`config.mk`:
```
export PLATFORM = sky130hd
export DESIGN_NAME = dcc_half_bit_decoder
export DESIGN_NICKNAME = d
export VERILOG_FILES = /design/src/dcc_hb_pkg.sv /design/src/dcc_half_bit_decoder.sv /design/src/dcc_hb_classify.sv /design/src/dcc_hb_core.sv /design/src/dcc_hb_outq.sv
export VERILOG_INCLUDE_DIRS = /design/src /design/src/src
export SDC_FILE = /design/constraint.sdc
export NUM_CORES = 1
export LEC_CHECK = 0
export BUFFER_PORTS_ARGS = -buffer_cell sky130_fd_sc_hd__buf_2
export CAP_MARGIN = 20
export CORE_ASPECT_RATIO = 0.5
export CORE_MARGIN = 2
export CORE_UTILIZATION = 50
export CTS_CLUSTER_DIAMETER = 120
export DETAILED_ROUTE_END_ITERATION = 6
export GPL_TIMING_DRIVEN = 0
export HOLD_SLACK_MARGIN = 0.06
export PLACE_DENSITY = 0.64
export SLEW_MARGIN = 30
export SYNTH_ARGS = -nofsm -noshare
export SYNTH_HDL_FRONTEND = slang
export SYNTH_SLANG_ARGS = --single-unit
```
`constraint.sdc`:
```
create_clock -name i_clk -period 12.3 [get_ports i_clk]
set_input_delay 2.46 -clock i_clk [delete_from_list [all_inputs] [get_ports i_clk]]
set_output_delay 2.46 -clock i_clk [all_outputs]
set_load 0.02 [all_outputs]
```
`src/dcc_half_bit_decoder_macros.svh`:
```
// Assertion macros shared by the half-bit decoder modules.
// Included by every module that carries concurrent assertions.
`ifndef DCC_HALF_BIT_DECODER_MACROS_SVH
`define DCC_HALF_BIT_DECODER_MACROS_SVH

// Implication checked in the same cycle, ignored while reset is held
`define DCC_ASSERT_NOW(lbl, clk, rst_n, ante, cons) \
    lbl: assert property (@(posedge clk) disable iff (!rst_n) (ante) |-> (cons)) \
        else $error("decoder assertion failed");

// Implication checked in the next cycle, ignored while reset is held
`define DCC_ASSERT_NEXT(lbl, clk, rst_n, ante, cons) \
    lbl: assert property (@(posedge clk) disable iff (!rst_n) (ante) |=> (cons)) \
        else $error("decoder assertion failed");

`endif

```
`src/dcc_hb_pkg.sv`:
```
// Shared types and constants for the DCC half-bit decoder.
// No dependencies; imported by every module of the block.
package dcc_hb_pkg;

    localparam int WORD_BITS    = 32;
    localparam int BITS_W       = 7;
    localparam int STAMP_W      = 16;
    localparam int SETTLE_EDGES = 5;
    localparam int SETTLE_MAX   = 7;
    localparam int ERR_W        = 8;
    localparam int OQ_DEPTH     = 4;
    localparam int OQ_PTR_W     = $clog2(OQ_DEPTH);
    localparam int OQ_CNT_W     = $clog2(OQ_DEPTH + 1);
    localparam int CFG_IDX_W    = 3;
    localparam int CFG_DATA_W   = 16;

    // configuration register indexes
    localparam logic [CFG_IDX_W-1:0] CFG_ONE_MIN  = 3'd0;
    localparam logic [CFG_IDX_W-1:0] CFG_ONE_MAX  = 3'd1;
    localparam logic [CFG_IDX_W-1:0] CFG_ZERO_MIN = 3'd2;
    localparam logic [CFG_IDX_W-1:0] CFG_ZERO_MAX = 3'd3;
    localparam logic [CFG_IDX_W-1:0] CFG_ERR_LIM  = 3'd4;

    typedef enum logic [2:0] {
        EV_WORD  = 3'd0,
        EV_SHORT = 3'd1,
        EV_MID   = 3'd2,
        EV_LONG  = 3'd3,
        EV_OTHER = 3'd4,
        EV_LIMIT = 3'd5
    } t_event_kind;

    typedef struct packed {
        logic [STAMP_W-1:0] one_min;
        logic [STAMP_W-1:0] one_max;
        logic [STAMP_W-1:0] zero_min;
        logic [STAMP_W-1:0] zero_max;
        logic [ERR_W-1:0]   err_limit;
    } t_cfg;

    // classification of one period
    typedef struct packed {
        logic        is_one;
        logic        valid;
        t_event_kind err_kind;
    } t_class;

    typedef struct packed {
        t_event_kind          kind;
        logic [WORD_BITS-1:0] word;
        logic                 last;
    } t_result;

    // up to two results written into the output queue in one cycle
    typedef struct packed {
        logic [1:0]        n;
        t_result [1:0]     slot;
    } t_push;

endpackage

```
`src/dcc_half_bit_decoder.sv`:
```
// Channel   | Signals                                  | Contents
// s_axis    | tvalid, tready, tdata[15:0]              | edge timestamp in
// m_axis    | tvalid, tready, tdata, tuser, tlast      | word / error events out
// cfg       | valid, ready, index[2:0], data[15:0]     | window and limit registers
//
// One edge is taken per cycle unless the result queue lacks space; each edge is held in the
// input register, and its results are written into the result queue before they are offered.
// An edge causes zero, one or two results; a pair leaves the queue one result at a time.
// Input stalls while an edge is held and the four-entry result queue holds more than two results.
// Synchronous active-low reset returns to startup with default windows; no clearing pass.
// Top level of the DCC half-bit decoder: configuration registers, core and result queue.
// Depends on dcc_hb_pkg, dcc_hb_core and dcc_hb_outq.
module dcc_half_bit_decoder
    import dcc_hb_pkg::*;
(
    input  logic                  i_clk,
    input  logic                  i_rst_n,
    input  logic                  i_s_axis_tvalid,
    output logic                  o_s_axis_tready,
    input  logic [STAMP_W-1:0]    i_s_axis_tdata,   // [15:0] edge_stamp
    output logic                  o_m_axis_tvalid,
    input  logic                  i_m_axis_tready,
    output logic [WORD_BITS-1:0]  o_m_axis_tdata,   // [31:0] data_word
    output logic [2:0]            o_m_axis_tuser,   // [2:0] event_kind
    output logic                  o_m_axis_tlast,   // last_of_run
    input  logic                  i_cfg_valid,
    output logic                  o_cfg_ready,
    input  logic [CFG_IDX_W-1:0]  i_cfg_index,
    input  logic [CFG_DATA_W-1:0] i_cfg_data
);

    t_cfg    r_cfg;
    t_push   push;
    logic    space_ok;
    t_result result;

    assign o_cfg_ready = 1'b1;

    // configuration registers
    always_ff @(posedge i_clk) begin
        if (!i_rst_n) begin
            r_cfg.one_min   <= 16'd832;
            r_cfg.one_max   <= 16'd1024;
            r_cfg.zero_min  <= 16'd1440;
            r_cfg.zero_max  <= 16'd16000;
            r_cfg.err_limit <= 8'd10;
        end else if (i_cfg_valid) begin
            case (i_cfg_index)
                CFG_ONE_MIN:  r_cfg.one_min   <= i_cfg_data;
                CFG_ONE_MAX:  r_cfg.one_max   <= i_cfg_data;
                CFG_ZERO_MIN: r_cfg.zero_min  <= i_cfg_data;
                CFG_ZERO_MAX: r_cfg.zero_max  <= i_cfg_data;
                CFG_ERR_LIM:  r_cfg.err_limit <= i_cfg_data[ERR_W-1:0];
                default: ;
            endcase
        end
    end

    dcc_hb_core u_core (
        .i_clk      (i_clk),
        .i_rst_n    (i_rst_n),
        .i_valid    (i_s_axis_tvalid),
        .o_ready    (o_s_axis_tready),
        .i_stamp    (i_s_axis_tdata),
        .i_cfg      (r_cfg),
        .i_space_ok (space_ok),
        .o_push     (push)
    );

    dcc_hb_outq u_outq (
        .i_clk      (i_clk),
        .i_rst_n    (i_rst_n),
        .i_push     (push),
        .o_space_ok (space_ok),
        .o_valid    (o_m_axis_tvalid),
        .i_ready    (i_m_axis_tready),
        .o_result   (result)
    );

    assign o_m_axis_tdata = result.word;
    assign o_m_axis_tuser = result.kind;
    assign o_m_axis_tlast = result.last;

endmodule

```
`src/dcc_hb_classify.sv`:
```
// Period measurement and half-bit classification against the windows.
// Depends on dcc_hb_pkg.
module dcc_hb_classify
    import dcc_hb_pkg::*;
(
    input  logic [STAMP_W-1:0] i_stamp,
    input  logic [STAMP_W-1:0] i_prev_stamp,
    input  t_cfg               i_cfg,
    output t_class             o_class
);

    logic [STAMP_W-1:0] period;
    logic               is_one;
    logic               is_zero;
    t_event_kind        kind;

    // period wraps with the free-running timer
    assign period  = i_stamp - i_prev_stamp;
    assign is_one  = (period >= i_cfg.one_min) && (period <= i_cfg.one_max);
    assign is_zero = (period >= i_cfg.zero_min) && (period <= i_cfg.zero_max);

    // error kind: later tests take priority
    always_comb begin
        kind = EV_OTHER;
        if (period < i_cfg.one_min) begin
            kind = EV_SHORT;
        end
        if ((period > i_cfg.one_max) && (period < i_cfg.zero_min)) begin
            kind = EV_MID;
        end
        if (period > i_cfg.zero_max) begin
            kind = EV_LONG;
        end
    end

    assign o_class.is_one   = is_one;
    assign o_class.valid    = is_one || is_zero;
    assign o_class.err_kind = kind;

endmodule

```
`src/dcc_hb_core.sv`:
```
// Input register, phase state machine and bit assembly for the decoder.
// Depends on dcc_hb_pkg, dcc_hb_classify and the assertion macro header.
`include "dcc_half_bit_decoder_macros.svh"
module dcc_hb_core
    import dcc_hb_pkg::*;
(
    input  logic               i_clk,
    input  logic               i_rst_n,
    input  logic               i_valid,
    output logic               o_ready,
    input  logic [STAMP_W-1:0] i_stamp,
    input  t_cfg               i_cfg,
    input  logic               i_space_ok,
    output t_push              o_push
);

    typedef enum logic [1:0] {
        PH_STARTUP = 2'd0,
        PH_SEEK    = 2'd1,
        PH_NORMAL  = 2'd2
    } t_phase;

    logic               r_in_valid;
    logic [STAMP_W-1:0] r_stamp;
    t_phase             r_phase,      n_phase;
    logic [2:0]         r_settle,     n_settle;
    logic               r_prev_hb,    n_prev_hb;
    logic               r_pending,    n_pending;
    logic [ERR_W-1:0]   r_errs,       n_errs;
    logic [STAMP_W-1:0] r_prev_stamp;
    logic [BITS_W-1:0]  r_bits_held,  n_bits_held;
    logic [WORD_BITS-1:0] r_word,     n_word;

    t_class               cls;
    t_push                push;
    logic                 advance;
    logic [ERR_W-1:0]     errs_inc;
    logic [2:0]           settle_inc;
    logic [BITS_W-1:0]    bits_inc;
    logic [WORD_BITS-1:0] shifted;

    dcc_hb_classify u_classify (
        .i_stamp      (r_stamp),
        .i_prev_stamp (r_prev_stamp),
        .i_cfg        (i_cfg),
        .o_class      (cls)
    );

    // the held item moves on once the queue can take two results
    assign advance = r_in_valid && i_space_ok;
    assign o_ready = !r_in_valid || i_space_ok;

    assign errs_inc   = (r_errs != {ERR_W{1'b1}}) ? r_errs + ERR_W'(1) : r_errs;
    assign settle_inc = (r_settle != 3'(SETTLE_MAX)) ? r_settle + 3'd1 : r_settle;
    assign bits_inc   = r_bits_held + BITS_W'(1);
    assign shifted    = {r_word[WORD_BITS-2:0], cls.is_one};

    // next state and results for the held edge
    always_comb begin
        n_phase     = r_phase;
        n_settle    = r_settle;
        n_prev_hb   = r_prev_hb;
        n_pending   = r_pending;
        n_errs      = r_errs;
        n_bits_held = r_bits_held;
        n_word      = r_word;
        push        = '0;
        case (r_phase)
            PH_SEEK: begin
                if (cls.valid) begin
                    if (cls.is_one != r_prev_hb) begin
                        n_pending = 1'b1;
                        n_phase   = PH_NORMAL;
                    end
                    n_prev_hb = cls.is_one;
                end else begin
                    n_phase = PH_STARTUP;
                end
            end
            PH_NORMAL: begin
                if (cls.valid) begin
                    if ((cls.is_one == r_prev_hb) && r_pending) begin
                        // second matching half completes a bit
                        if (bits_inc >= BITS_W'(WORD_BITS)) begin
                            push.n            = 2'd1;
                            push.slot[0].kind = EV_WORD;
                            push.slot[0].word = shifted;
                            n_bits_held       = '0;
                            n_word            = '0;
                        end else begin
                            n_bits_held = bits_inc;
                            n_word      = shifted;
                        end
                        n_pending = 1'b0;
                        n_errs    = '0;
                    end else begin
                        n_pending = 1'b1;
                    end
                    n_prev_hb = cls.is_one;
                end else begin
                    push.n            = 2'd1;
                    push.slot[0].kind = cls.err_kind;
                    n_errs            = errs_inc;
                    if (errs_inc > i_cfg.err_limit) begin
                        n_phase           = PH_STARTUP;
                        push.n            = 2'd2;
                        push.slot[1].kind = EV_LIMIT;
                    end
                end
            end
            default: begin
                // startup, also the unused phase code
                n_settle = settle_inc;
                if (cls.valid && (settle_inc > 3'(SETTLE_EDGES))) begin
                    n_settle  = '0;
                    n_pending = 1'b0;
                    n_errs    = '0;
                    n_prev_hb = cls.is_one;
                    n_phase   = PH_SEEK;
                end
            end
        endcase
        // mark the final result of this edge
        if (push.n == 2'd1) begin
            push.slot[0].last = 1'b1;
        end
        if (push.n == 2'd2) begin
            push.slot[1].last = 1'b1;
        end
        if (!advance) begin
            push.n = 2'd0;
        end
    end

    assign o_push = push;

    // input register and decoder state
    always_ff @(posedge i_clk) begin
        if (!i_rst_n) begin
            r_in_valid   <= 1'b0;
            r_phase      <= PH_STARTUP;
            r_settle     <= '0;
            r_prev_hb    <= 1'b0;
            r_pending    <= 1'b0;
            r_errs       <= '0;
            r_prev_stamp <= '0;
            r_bits_held  <= '0;
            r_word       <= '0;
        end else begin
            if (o_ready) begin
                r_in_valid <= i_valid;
            end
            if (advance) begin
                r_phase      <= n_phase;
                r_settle     <= n_settle;
                r_prev_hb    <= n_prev_hb;
                r_pending    <= n_pending;
                r_errs       <= n_errs;
                r_prev_stamp <= r_stamp;
                r_bits_held  <= n_bits_held;
                r_word       <= n_word;
            end
        end
    end

    always_ff @(posedge i_clk) begin
        if (o_ready && i_valid) begin
            r_stamp <= i_stamp;
        end
    end

    `DCC_ASSERT_NOW(a_bits_below_word, i_clk, i_rst_n, 1'b1, r_bits_held < BITS_W'(WORD_BITS))
    `DCC_ASSERT_NOW(a_pair_is_limit, i_clk, i_rst_n, o_push.n == 2'd2, o_push.slot[1].kind == EV_LIMIT)
    `DCC_ASSERT_NEXT(a_limit_restarts, i_clk, i_rst_n, o_push.n == 2'd2, r_phase == PH_STARTUP)

endmodule

```
`src/dcc_hb_outq.sv`:
```
// Four-entry result queue; takes up to two results a cycle, gives one when the reader is ready.
// Depends on dcc_hb_pkg and the assertion macro header.
`include "dcc_half_bit_decoder_macros.svh"
module dcc_hb_outq
    import dcc_hb_pkg::*;
(
    input  logic    i_clk,
    input  logic    i_rst_n,
    input  t_push   i_push,
    output logic    o_space_ok,
    output logic    o_valid,
    input  logic    i_ready,
    output t_result o_result
);

    t_result               r_mem [OQ_DEPTH];
    logic [OQ_PTR_W-1:0]   r_wr_ptr;
    logic [OQ_PTR_W-1:0]   r_rd_ptr;
    logic [OQ_CNT_W-1:0]   r_count;
    logic                  pop;
    logic [OQ_PTR_W-1:0]   wr_ptr_2nd;
    logic [OQ_CNT_W:0]     fill_after;
    logic                  drain_last;

    assign o_valid    = (r_count != '0);
    assign o_result   = r_mem[r_rd_ptr];
    assign pop        = o_valid && i_ready;
    assign o_space_ok = (r_count <= OQ_CNT_W'(OQ_DEPTH - 2));
    assign wr_ptr_2nd = r_wr_ptr + OQ_PTR_W'(1);

    // fill level once this cycle's results are written, and the last pop of a run
    assign fill_after = {1'b0, r_count} + (OQ_CNT_W + 1)'(i_push.n);
    assign drain_last = pop && (r_count == OQ_CNT_W'(1)) && (i_push.n == 2'd0);

    // pointers and fill level
    always_ff @(posedge i_clk) begin
        if (!i_rst_n) begin
            r_wr_ptr <= '0;
            r_rd_ptr <= '0;
            r_count  <= '0;
        end else begin
            r_wr_ptr <= r_wr_ptr + OQ_PTR_W'(i_push.n);
            if (pop) begin
                r_rd_ptr <= r_rd_ptr + OQ_PTR_W'(1);
            end
            r_count <= r_count + OQ_CNT_W'(i_push.n) - OQ_CNT_W'(pop);
        end
    end

    // storage
    always_ff @(posedge i_clk) begin
        if (i_push.n != 2'd0) begin
            r_mem[r_wr_ptr] <= i_push.slot[0];
        end
        if (i_push.n == 2'd2) begin
            r_mem[wr_ptr_2nd] <= i_push.slot[1];
        end
    end

    `DCC_ASSERT_NOW(a_count_bound, i_clk, i_rst_n, 1'b1, r_count <= OQ_CNT_W'(OQ_DEPTH))
    `DCC_ASSERT_NOW(a_no_overflow, i_clk, i_rst_n, i_push.n != 2'd0, fill_after <= 3'(OQ_DEPTH))
    `DCC_ASSERT_NEXT(a_drain_empty, i_clk, i_rst_n, drain_last, !o_valid)

endmodule
```
==> summary.log <==
qor: outcome.outcome complete, no violations
qor: worst_setup_path.reg2reg_setup_slack 5.66 ns
qor: clock_tree.cts_tree built
qor: sta.setup_repair_after_global_routing_missed_its_margin false
qor: logic_synthesis.yosys.cell_types.count 76
qor: sta.largest_clock_skew_in_the_final_design 0.0202 ns
qor: clock_tree.insertion_delay 0.59 ns
qor: sta.setup_viol 0
qor: detailed_routing.drt_iter0_drc 628
qor: logic_synthesis.synth_nets 1797
qor: logic_synthesis.synth_warnings 0
qor: logic_synthesis.avgSynthCellArea 9.60 µm²
qor: worst_setup_path.required 12.78 ns
qor: floorplanning.pin_count 79
qor: clock_tree.cts.htree.levels 1
qor: logic_synthesis.netlist.top_cell.by_area dfxtp_1
qor: floorplanning.die-area 33400 µm²
qor: grt.maximum_number_of_pins_on_one_net_before_global_route_repair 17
qor: logic_synthesis.postSynthRegisterBits 311
qor: sta.final_worst_path_period_share 0.540
qor: detailed_routing.routed-via-count 12432
qor: logic_synthesis.syn_area 15900 µm²
qor: finish.area_delta_synth_final 12.0%
qor: logic_synthesis.yosys.area.top_type_share 0.356
qor: clock_tree.cts_root_buffer clkbuf_16
qor: pwr.cellPowerDensity 145 nW/µm²
qor: clock_tree.max-clock-path-buffers 3
qor: hold_path.hold-path-cell-count 2
qor: sta.max_slew_margin_vs_limit 0.333
qor: worst_setup_path.crit_path_start_kind register
qor: floorplanning.die_h 130 µm
qor: sta.tightest_slew 0.992 ns
qor: logic_synthesis.dominantRegCellSynth dfxtp_1
qor: floorplanning.floorplan.die.width 256 µm
qor: placed_design.post_placement_worst_setup_slack 5.88 ns
qor: sta.timing.fmax 151 MHz
qor: clock_tree.number_of_buffers_added_by_the_clock_tree_synthesis_step 29
qor: floorplanning.floorplan.initialDensity 0.506
qor: placed_design.io_buffer_count 77
qor: grt.grt_antenna_before_repair 0
qor: pwr.leakagePower 6.60 nW
qor: clock_tree.cts_sinks 311
qor: worst_setup_path.timing.reg2reg.worst_path_depth 26
qor: sta.postLayoutSetupSlackWorst 5.66 ns
qor: logic_synthesis.synth_enable_flop_cells 28
qor: hold_path.worst_hold_path.endpoint u_outq.r_mem[1][30]
qor: worst_setup_path.critPathMaxFanout 7
qor: clock_tree.postCtsSetupRepairBufs 0
qor: sta.timing.setup.tns 0 ns
qor: worst_setup_path.rr_endpoint u_outq.r_count[2]
qor: detailed_routing.detailedRoute.firstPassIterationCount 5
qor: grt.globalRoute.totalOverflow 0
qor: detailed_routing.wl_per_cell 18.4 µm
qor: detailed_routing.avgViaCountPerCell 5.59
qor: clock_tree.path_clk_slew 0.07 ns
qor: placed_design.detailedPlacementHpwl 29600 µm
qor: sta.finalHoldViolations 0
qor: floorplanning.core_region_area 31500 µm²
qor: logic_synthesis.ys_top_cells_by_area dfxtp_1 36%, ha_1 7.5%, nand2_1 5.7%, nand3_2 5.3%, edfxtp_1 5.3%
qor: grt.grt_util_all_layers 0.246
qor: detailed_routing.drt_drc_violations_left 0
qor: detailed_routing.finalWirelength 40800 µm
qor: finish.final.fill_count 2759
qor: worst_setup_path.critPathArrivalTime 7.12 ns
qor: floorplanning.rows 46
qor: flow_run.cap_violations 0
qor: worst_setup_path.crit_path_end_kind register
qor: finish.layout.nets 1906
qor: finish.drive_gt1_frac 0.212
qor: clock_tree.cts_hold_buf 0
qor: logic_synthesis.synth.yosys.seq_area_share 0.409
qor: detailed_routing.ant_nets 0
qor: logic_synthesis.synth_cells 1659
qor: pwr.worst_ir_drop_vdd 0.105 mV
qor: sta.final-max-slew-violation-count 0
qor: logic_synthesis.ys_async_sr_fraction 0
qor: grt.grt_pass1_vias 12396
qor: grt.global_route_wire_length_before_repair 65200 µm
qor: sta.final.min_clock_period 6.64 ns
qor: placed_design.place.gp.congestion 0.911
qor: finish.num_antenna_cells 0
qor: worst_setup_path.path_class reg -> reg
qor: hold_path.hold_path.startpoint u_outq.r_mem[1][30]
qor: hold_path.min_path_type reg -> reg
qor: clock_tree.cts_resized 0
qor: worst_setup_path.regToRegStartpoint u_core.r_stamp[0]
## cell usage in the layout, fill, tap and decap left out, types with 10 or more instances in the layout
master / synthesis / layout
inv_1: 103 / 103
o21ai_1: 98 / 98
dfxtp_1: 283 / 283
nor2b_1: 10 / 10
o211ai_1: 21 / 21
nand2_2: 17 / 17
and2_1: 18 / 18
nor2_1: 68 / 68
a21oi_1: 46 / 46
clkbuf_16: 0 / 29
edfxtp_1: 28 / 28
mux4_2: 36 / 36
o21ai_2: 36 / 36
clkbuf_1: 46 / 54
o21ai_0: 17 / 17
xnor2_1: 21 / 21
buf_4: 14 / 14
buf_2: 4 / 81
nand4_1: 21 / 21
buf_6: 17 / 18
a21boi_0: 75 / 75
mux2i_1: 40 / 40
and3_1: 10 / 10
nand3_2: 85 / 85
nor3_1: 12 / 12
ha_1: 96 / 96
nand3_1: 61 / 61
nand2_1: 242 / 242
## Yosys cell counts (all sizes together) (10+ instances only)
library cell / n
nand2: 265
inv: 103
nand3: 146
clkbuf: 54
xnor2: 21
and3: 10
buf: 47
and2: 18
dfxtp: 283
ha: 96
edfxtp: 28
nor2b: 10
o21ai: 151
o211ai: 21
nor2: 69
mux4: 36
mux2i: 40
nand4: 21
a21boi: 75
a21oi: 47
nor3: 14
## cells by family after synthesis
group	count (synthesis)	synth area share
buf+inv	204	0.0696
compound gates	349	0.146
other cells	1	0.000236
xor+xnor	30	0.0165
fa+ha+maj	99	0.0786
mux	78	0.0775
simple gates	587	0.203
flops	311	0.409
## layout make-up
class / count / area (µm²) / share of cell area
timing repair buffer: 78 / 397 / 0.0223
clock buffer: 42 / 815 / 0.0457
inverter: 103 / 387 / 0.0217
multi-input combinational: 1144 / 8310 / 0.466
clock inverter: 12 / 151 / 0.00849
buffer: 101 / 722 / 0.0405
tap: 432 / 541 / 0.0303
sequential: 311 / 6510 / 0.365
## state kept, by name, indices dropped and copies added, names as in the netlist, 3 cells and up, named ones only
| name | flops |
|---|---|
| u_core.r_prev_stamp | 16 |
| u_core.r_stamp | 16 |
| u_outq.r_mem | 144 |
| r_cfg | 72 |
| u_core.r_errs | 8 |
| u_core.r_word | 31 |
| u_core.r_bits_held | 7 |
| u_core.r_settle | 3 |
| u_outq.r_count | 3 |
## critical path: stages (launching register included)
cell,delay (ns)
edfxtp_1,0.35
inv_1,0.05
ha_1,0.21
fa_1,0.42
nor2b_1,0.13
o21a_1,0.14
o21ai_0,0.11
a21oi_1,0.22
o2111ai_1,0.18
a31oi_1,0.26
a21o_1,0.16
a21oi_1,0.07
xnor2_1,0.69
ha_1,0.40
a21oi_1,0.15
nand2_1,0.07
a221o_1,0.32
nor3_1,0.52
o21ai_1,0.36
nand2_2,0.25
nor2_1,0.06
a31oi_1,0.39
nor2_1,0.14
ha_1,0.22
fa_1,0.38
xnor2_1,0.13
and2_1,0.15
## through the flow
stage / instances / power [mW] / util / cell area (µm²) / hold slack, ns
after floorplan: 1659 / 1.49 / - / 15900 / 0.432
after global placement: 2168 / 1.63 / 0.535 / 16800 / 0.440
after detailed placement: 2169 / 1.66 / 0.535 / 16900 / 0.447
after CTS: 2223 / 2.59 / 0.566 / 17800 / 0.456
after global routing: 2223 / 2.70 / 0.566 / 17800 / 0.469
final: 2223 / 2.58 / 0.566 / 17800 / 0.453
## per-layer routing
| metal | vias up | wire (µm) | global-route usage |
|---|---|---|---|
| li1 | 6051 | - | - |
| met1 | 5978 | 18000 | 0.309 |
| met2 | 335 | 19800 | 0.447 |
| met3 | 68 | 2170 | 0.0390 |
| met4 | 0 | 853 | 0.0581 |
| met5 | - | 0 | 0 |
## worst max path at each step
| stage | from | end | slack (ns) | cells after the start |
|---|---|---|---|---|
| after CTS | u_core.r_stamp[0] | u_outq.r_count[2] | 5.87 | 26 |
| after global placement | u_core.r_stamp[0] | u_outq.r_count[2] | 6.00 | 26 |
| after detailed placement | u_core.r_stamp[0] | u_outq.r_count[2] | 5.88 | 26 |
| after floorplan | u_core.r_stamp[0] | u_outq.r_count[2] | 6.98 | 25 |
| after global routing | u_core.r_stamp[0] | u_outq.r_count[2] | 5.40 | 26 |
| final | u_core.r_stamp[0] | u_outq.r_count[2] | 5.66 | 26 |
## power by group
part	total, mW	internal [mW]	switching [mW]
registers	1.06	1.05	0.0144
clock network	0.935	0.525	0.411
logic	0.579	0.222	0.357
Note: power is estimated with default switching activity, not from simulation.
